--- config.mk ---
export PLATFORM = sky130hd
export DESIGN_NAME = tlg_res_list
export DESIGN_NICKNAME = d
export VERILOG_FILES = /design/src/design/tlg_pkg.sv /design/src/design/tlg_cell.sv /design/src/design/tlg_res_list.sv
export SDC_FILE = /design/constraint.sdc
export NUM_CORES = 2
export LEC_CHECK = 0
export BUFFER_PORTS_ARGS = -buffer_cell sky130_fd_sc_hd__buf_2
export CAP_MARGIN = 20
export CORE_ASPECT_RATIO = 0.6
export CORE_MARGIN = 2
export CORE_UTILIZATION = 58
export DETAILED_ROUTE_END_ITERATION = 10
export PLACE_DENSITY = 0.74
export SLEW_MARGIN = 20
export SYNTH_ARGS = -nofsm -noshare
export SYNTH_HDL_FRONTEND = slang
export SYNTH_SLANG_ARGS = --single-unit
export TNS_END_PERCENT = 20
--- constraint.sdc ---
create_clock -name clk -period 10.2 [get_ports clk]
set_input_delay 1.02 -clock clk [delete_from_list [all_inputs] [get_ports clk]]
set_output_delay 1.02 -clock clk [all_outputs]
set_load 0.02 [all_outputs]
--- src/design/tlg_pkg.sv ---
// Package for the two-list ghost cache policy block.
// Sizes, list control struct, FSM states, hit-list and register codes. No dependencies.
`timescale 1ns / 1ps
package tlg_pkg;
  localparam int MAX_ENTRIES       = 64;
  localparam int MAX_GHOST_ENTRIES = 256;
  localparam int KEY_BITS          = 32;
  localparam int CAP_W             = 7;
  localparam int FAC_W             = 3;
  localparam int LIM_W             = CAP_W + FAC_W;
  localparam int RES_CELLS         = MAX_ENTRIES + 1;
  localparam int GH_CELLS          = MAX_GHOST_ENTRIES + 1;
  localparam int RES_W             = $clog2(RES_CELLS + 1);
  localparam int GH_W              = $clog2(GH_CELLS + 1);

  localparam logic CFG_CAPACITY    = 1'b0;
  localparam logic CFG_FACTOR      = 1'b1;

  // del: remove one entry (at zero or at the found index), load: append key
  typedef struct packed {
    logic find;
    logic del;
    logic at_zero;
    logic load;
  } lop_t;

  typedef struct packed {
    logic shift;
    logic load;
  } cctl_t;

  typedef enum logic [1:0] {
    HL_MISS   = 2'd0,
    HL_RECENT = 2'd1,
    HL_FREQ   = 2'd2
  } hl_t;

  typedef enum logic [2:0] {
    ST_IDLE,
    ST_FIND,
    ST_ACT,
    ST_EVICT,
    ST_GFIND,
    ST_GADD,
    ST_DONE
  } state_t;
endpackage

--- src/design/tlg_cell.sv ---
// One list cell: a key, a valid bit and a key comparator.
// Takes its upper neighbor's entry on shift. Depends on tlg_pkg.
`timescale 1ns / 1ps
module tlg_cell (
  input  logic                         clk,
  input  logic                         rst_n,
  input  tlg_pkg::cctl_t               ctl,
  input  logic [tlg_pkg::KEY_BITS-1:0] up_key,
  input  logic                         up_vld,
  input  logic [tlg_pkg::KEY_BITS-1:0] ld_key,
  input  logic [tlg_pkg::KEY_BITS-1:0] cmp_key,
  output logic [tlg_pkg::KEY_BITS-1:0] key,
  output logic                         vld,
  output logic                         match
);
  logic [tlg_pkg::KEY_BITS-1:0] key_r;
  logic                         vld_r;

  always_ff @(posedge clk) begin
    if (!rst_n) begin
      vld_r <= 1'b0;
    end else if (ctl.load) begin
      vld_r <= 1'b1;
    end else if (ctl.shift) begin
      vld_r <= up_vld;
    end
  end

  always_ff @(posedge clk) begin
    if (ctl.load) begin
      key_r <= ld_key;
    end else if (ctl.shift) begin
      key_r <= up_key;
    end
  end

  assign key   = key_r;
  assign vld   = vld_r;
  assign match = vld_r && (key_r == cmp_key);
endmodule

--- src/design/tlg_res_list.sv ---
// Resident LRU list as a chain of cells, oldest in cell 0.
// Registered find, remove with shift-down, append at tail. Depends on tlg_pkg, tlg_cell.
`timescale 1ns / 1ps
module tlg_res_list (
  input  logic                         clk,
  input  logic                         rst_n,
  input  tlg_pkg::lop_t                op,
  input  logic [tlg_pkg::KEY_BITS-1:0] cmp_key,
  input  logic [tlg_pkg::KEY_BITS-1:0] ld_key,
  output logic                         found,
  output logic [tlg_pkg::RES_W-1:0]    count,
  output logic [tlg_pkg::KEY_BITS-1:0] oldest
);
  localparam int N = tlg_pkg::RES_CELLS;
  localparam int W = tlg_pkg::RES_W;

  logic [tlg_pkg::KEY_BITS-1:0] key_a [N];
  logic [N-1:0]                 vld_a;
  logic [N-1:0]                 match_a;
  logic [W-1:0]                 cnt_r, cnt_nxt;
  logic [W-1:0]                 idx_r, idx_c, del_pos, ld_pos;
  logic                         found_r;

  always_comb begin
    idx_c = '0;
    for (int j = 0; j < N; j++) begin
      if (match_a[j]) idx_c = idx_c | W'(j);
    end
  end

  assign del_pos = op.at_zero ? '0 : idx_r;
  assign ld_pos  = cnt_r - W'(op.del);
  assign cnt_nxt = cnt_r + W'(op.load) - W'(op.del);

  for (genvar j = 0; j < N; j++) begin : g_cell
    tlg_pkg::cctl_t               ctl;
    logic [tlg_pkg::KEY_BITS-1:0] up_key;
    logic                         up_vld;
    assign ctl.load  = op.load && (ld_pos == W'(j));
    assign ctl.shift = op.del && (W'(j) >= del_pos);
    if (j == N - 1) begin : g_top
      assign up_key = '0;
      assign up_vld = 1'b0;
    end else begin : g_mid
      assign up_key = key_a[j+1];
      assign up_vld = vld_a[j+1];
    end
    tlg_cell u_cell (
      .clk(clk), .rst_n(rst_n), .ctl(ctl), .up_key(up_key), .up_vld(up_vld),
      .ld_key(ld_key), .cmp_key(cmp_key), .key(key_a[j]), .vld(vld_a[j]),
      .match(match_a[j])
    );
  end

  always_ff @(posedge clk) begin
    if (!rst_n) begin
      cnt_r   <= '0;
      found_r <= 1'b0;
    end else begin
      cnt_r <= cnt_nxt;
      if (op.find) found_r <= |match_a;
    end
  end

  always_ff @(posedge clk) begin
    if (op.find) idx_r <= idx_c;
  end

  assign found  = found_r;
  assign count  = cnt_r;
  assign oldest = key_a[0];
endmodule

==> results.py <==
metrics = {
    "sta": {
        "max_slew_margin": 0.157,
        "whs_ns": 0.527,
        "setup_violations": 0,
        "setup_slack_ns": 5.32,
        "fin_crit_sh": 0.478,
        "fin_crit_ns": 4.88,
        "tns_ns": 0,
        "grt_setup_unrepaired": "false",
        "hold_viol_final": 0,
        "worstMarginPinSlew_ns": 1.26,
        "timing.fmax_mhz": 205,
        "finClkSkew_ns": 0.0496,
        "report.final.slew_viol_count": 0,
    },
    "clocking": {
        "htreeDepth": 4,
        "cts_buffers": 207,
        "cts_root_buffer": "clkbuf_16",
        "cts_tree": "built",
        "clock_sinks": 2160,
        "clk_pin_slew_ns": 0.06,
        "holdBufCountCts": 0,
        "postCtsSetupBuffers": 0,
        "ctsResizeCount": 0,
        "worstSkewPairLatency_ns": 0.89,
        "cts_max_path_buffers": 4,
    },
    "routing": {
        "wl_um": 435000,
        "drt_pass1_iterations": 9,
        "drt-initial-drc-count": 14900,
        "antenna_left": 0,
        "routedWlPerCell_um": 39.0,
        "vias_per_cell": 6.98,
        "drc": 0,
        "num_vias": 77700,
    },
    "setup_path": {
        "crit_required_ns": 10.67,
        "worstPathMaxFanout": 44,
        "worstSetupPathType": "in2reg",
        "r2r-start": "count[0]",
        "start_kind": "input port",
        "reg2regPathDepth": 8,
        "critPathCaptureType": "register",
        "r2r_end": "g_cell[25].u_cell.key[17]",
        "arrival_ns": 5.35,
        "cp-startpoint": "op[2]",
        "reg2reg_slack_ns": 5.65,
    },
    "final_layout": {
        "drive_above_1_share": 0.209,
        "most-common-layout-cells": "edfxtp_1, xnor2_1, mux2_2, mux2_1, xor2_1",
        "fin_nets": 8320,
        "synthToLayoutAreaGrowth_pct": 7.92,
        "layout_commonest_cell": "edfxtp_1",
    },
    "synthesis": {
        "avgSynthCellArea_um2": 14.1,
        "syn_area_um2": 118000,
        "ys_seq_elements": 2160,
        "yosys_warnings": 0,
        "synth_edf_count": 2087,
        "ys.flop_type": "edfxtp_1",
        "netlist-cell-type-count": 64,
        "synth-seq-area-share": 0.545,
        "async_flop_share": 0,
        "synthCells": 8367,
        "syn_nets": 8453,
    },
    "outcome": {
        "status": "completed",
    },
    "placed_design": {
        "post-place-ws_ns": 4.61,
        "place.gp.congestion": 1.03,
        "io_buffer_count": 109,
        "dp_hpwl_um": 283000,
    },
    "floorplanning": {
        "ioPinCount": 110,
        "dieArea_um2": 206000,
        "die_w_um": 585,
        "fp.dieH_um": 353,
        "initial_core_util": 0.586,
        "core-area_um2": 201000,
        "rows": 127,
    },
    "global_route": {
        "grt_usage": 0.413,
        "grt_pass1_wl_um": 595000,
        "grt_max_degree": 54,
        "overflow": 0,
        "antenna_found_initial": 34,
        "grt_pass1_vias": 73400,
    },
    "worst_hold_path": {
        "holdPathStages": 2,
        "whs_endpoint": "count[0]",
        "hold_path_class": "in2reg",
        "min_from": "rst_n",
    },
    "power": {
        "leakagePower_nw": 42.6,
        "p_per_area_nw_per_um2": 185,
        "vdd_drop_max_mv": 0.153,
        "p_total_mw": 23.5,
    },
    "job": {
        "drv_cap": 0,
    },
}
[synthesized netlist by cell type, drive strengths merged, types with 2 or more instances]
| master | n | area share |
|---|---|---|
| mux2 | 2056 | 0.20 |
| clkbuf | 254 | 0.0081 |
| nor4 | 255 | 0.014 |
| o2111ai | 5 | 0.00037 |
| and2 | 35 | 0.0019 |
| dfxtp | 73 | 0.012 |
| nand4b | 2 | 0.00015 |
| or3 | 16 | 0.00085 |
| a211oi | 4 | 0.00026 |
| or2 | 8 | 0.00043 |
| inv | 20 | 0.00064 |
| a31oi | 4 | 0.00021 |
| o211ai | 2 | 0.00013 |
| nand4 | 310 | 0.016 |
| nor3 | 57 | 0.0026 |
| o311ai | 2 | 0.00015 |
| nor4b | 2 | 0.00015 |
| a21o | 11 | 0.00070 |
| edfxtp | 2087 | 0.53 |
| and3 | 27 | 0.0014 |
| a41oi | 2 | 0.00021 |
| buf | 421 | 0.025 |
| a21oi | 71 | 0.0030 |
| xnor2 | 1222 | 0.091 |
| mux2i | 50 | 0.0043 |
| ha | 15 | 0.0016 |
| o41ai | 8 | 0.00079 |
| nand3 | 116 | 0.0049 |
| or4 | 10 | 0.00064 |
| o22ai | 3 | 0.00016 |
| nor2 | 107 | 0.0034 |
| o21bai | 3 | 0.00019 |
| a222oi | 2 | 0.00017 |
| a21boi | 3 | 0.00019 |
| nor2b | 6 | 0.00032 |
| nand2b | 12 | 0.00064 |
| nand3b | 5 | 0.00032 |
| nand2 | 149 | 0.0050 |
| xor2 | 858 | 0.064 |
| o21ai | 63 | 0.0027 |
| o21a | 3 | 0.00019 |
[power by group]
part	internal [mW]	total, mW	switching, mW
clock	4.43	8.00	3.57
sequential	10.8	11.6	0.775
combinational	1.48	3.87	2.40
[cell type report]
| class | instances | area (µm²) |
|---|---|---|
| Antenna cell | 22 | 55.1 |
| Clock buffer | 257 | 5540 |
| Clock inverter | 120 | 1180 |
| Fill cell | 14900 | 73700 |
| Inverter | 20 | 76.3 |
| Multi-Input combinational cell | 5512 | 49700 |
| Sequential cell | 2160 | 64100 |
| Tap cell | 2709 | 3390 |
| Timing Repair Buffer | 333 | 2790 |
[worst max-delay path, cell delays in order]
cell and delay (ns):
buf_2 0.15, buf_4 0.42, ha_1 0.26, ha_1 0.26
nand2_2 0.12, xnor2_1 0.43, nand3_1 0.69, nor2_4 1.08
or2_2 0.81
[sequential cells by signal (all words and copies together), names as in the netlist]
signal / flops
g_cell.u_cell.key: 2080
g_cell.u_cell.vld: 65
count: 7
idx_r: 7
found: 1
[metrics by stage]
step / utilization / std cells / area, µm²
after floorplan: - / 8367 / 118000
after global placement: 0.598 / 10700 / 120000
after detailed placement: 0.598 / 10700 / 120000
after CTS: 0.632 / 11100 / 127000
after global routing: 0.632 / 11100 / 127000
final: 0.633 / 11100 / 127000
[logic make-up after synthesis]
| kind of cell | share of synthesized area |
|---|---|
| and+or+nand+nor | 0.0530 |
| adders and majority gates | 0.00177 |
| xor gates and xnor gates | 0.155 |
| buffers and inverters | 0.0337 |
| muxes | 0.201 |
| AOI/OAI and AO/OA | 0.00982 |
| DFF | 0.545 |
[layer usage]
layer	part of all wire	wire length, µm	GRT usage
met3	0.19	80900	0.186
met5	0.00076	332	0.00887
met2	0.38	166000	0.528
met4	0.032	13800	0.115
met1	0.40	174000	0.621
[worst max-delay path by stage]
| stage | depth (start not counted) | slack, ns | end |
|---|---|---|---|
| final | 9 | 5.32 | g_cell[25].u_cell.key[17] |
| after global routing | 9 | 5.18 | g_cell[25].u_cell.key[17] |
| after CTS | 10 | 5.49 | g_cell[25].u_cell.key[15] |
| after detailed placement | 10 | 4.61 | g_cell[25].u_cell.key[29] |
| after global placement | 11 | 4.28 | g_cell[54].u_cell.key[8] |
| after floorplan | 7 | 5.12 | g_cell[62].u_cell.key[0] |
Power figures use the tool's default switching activity.
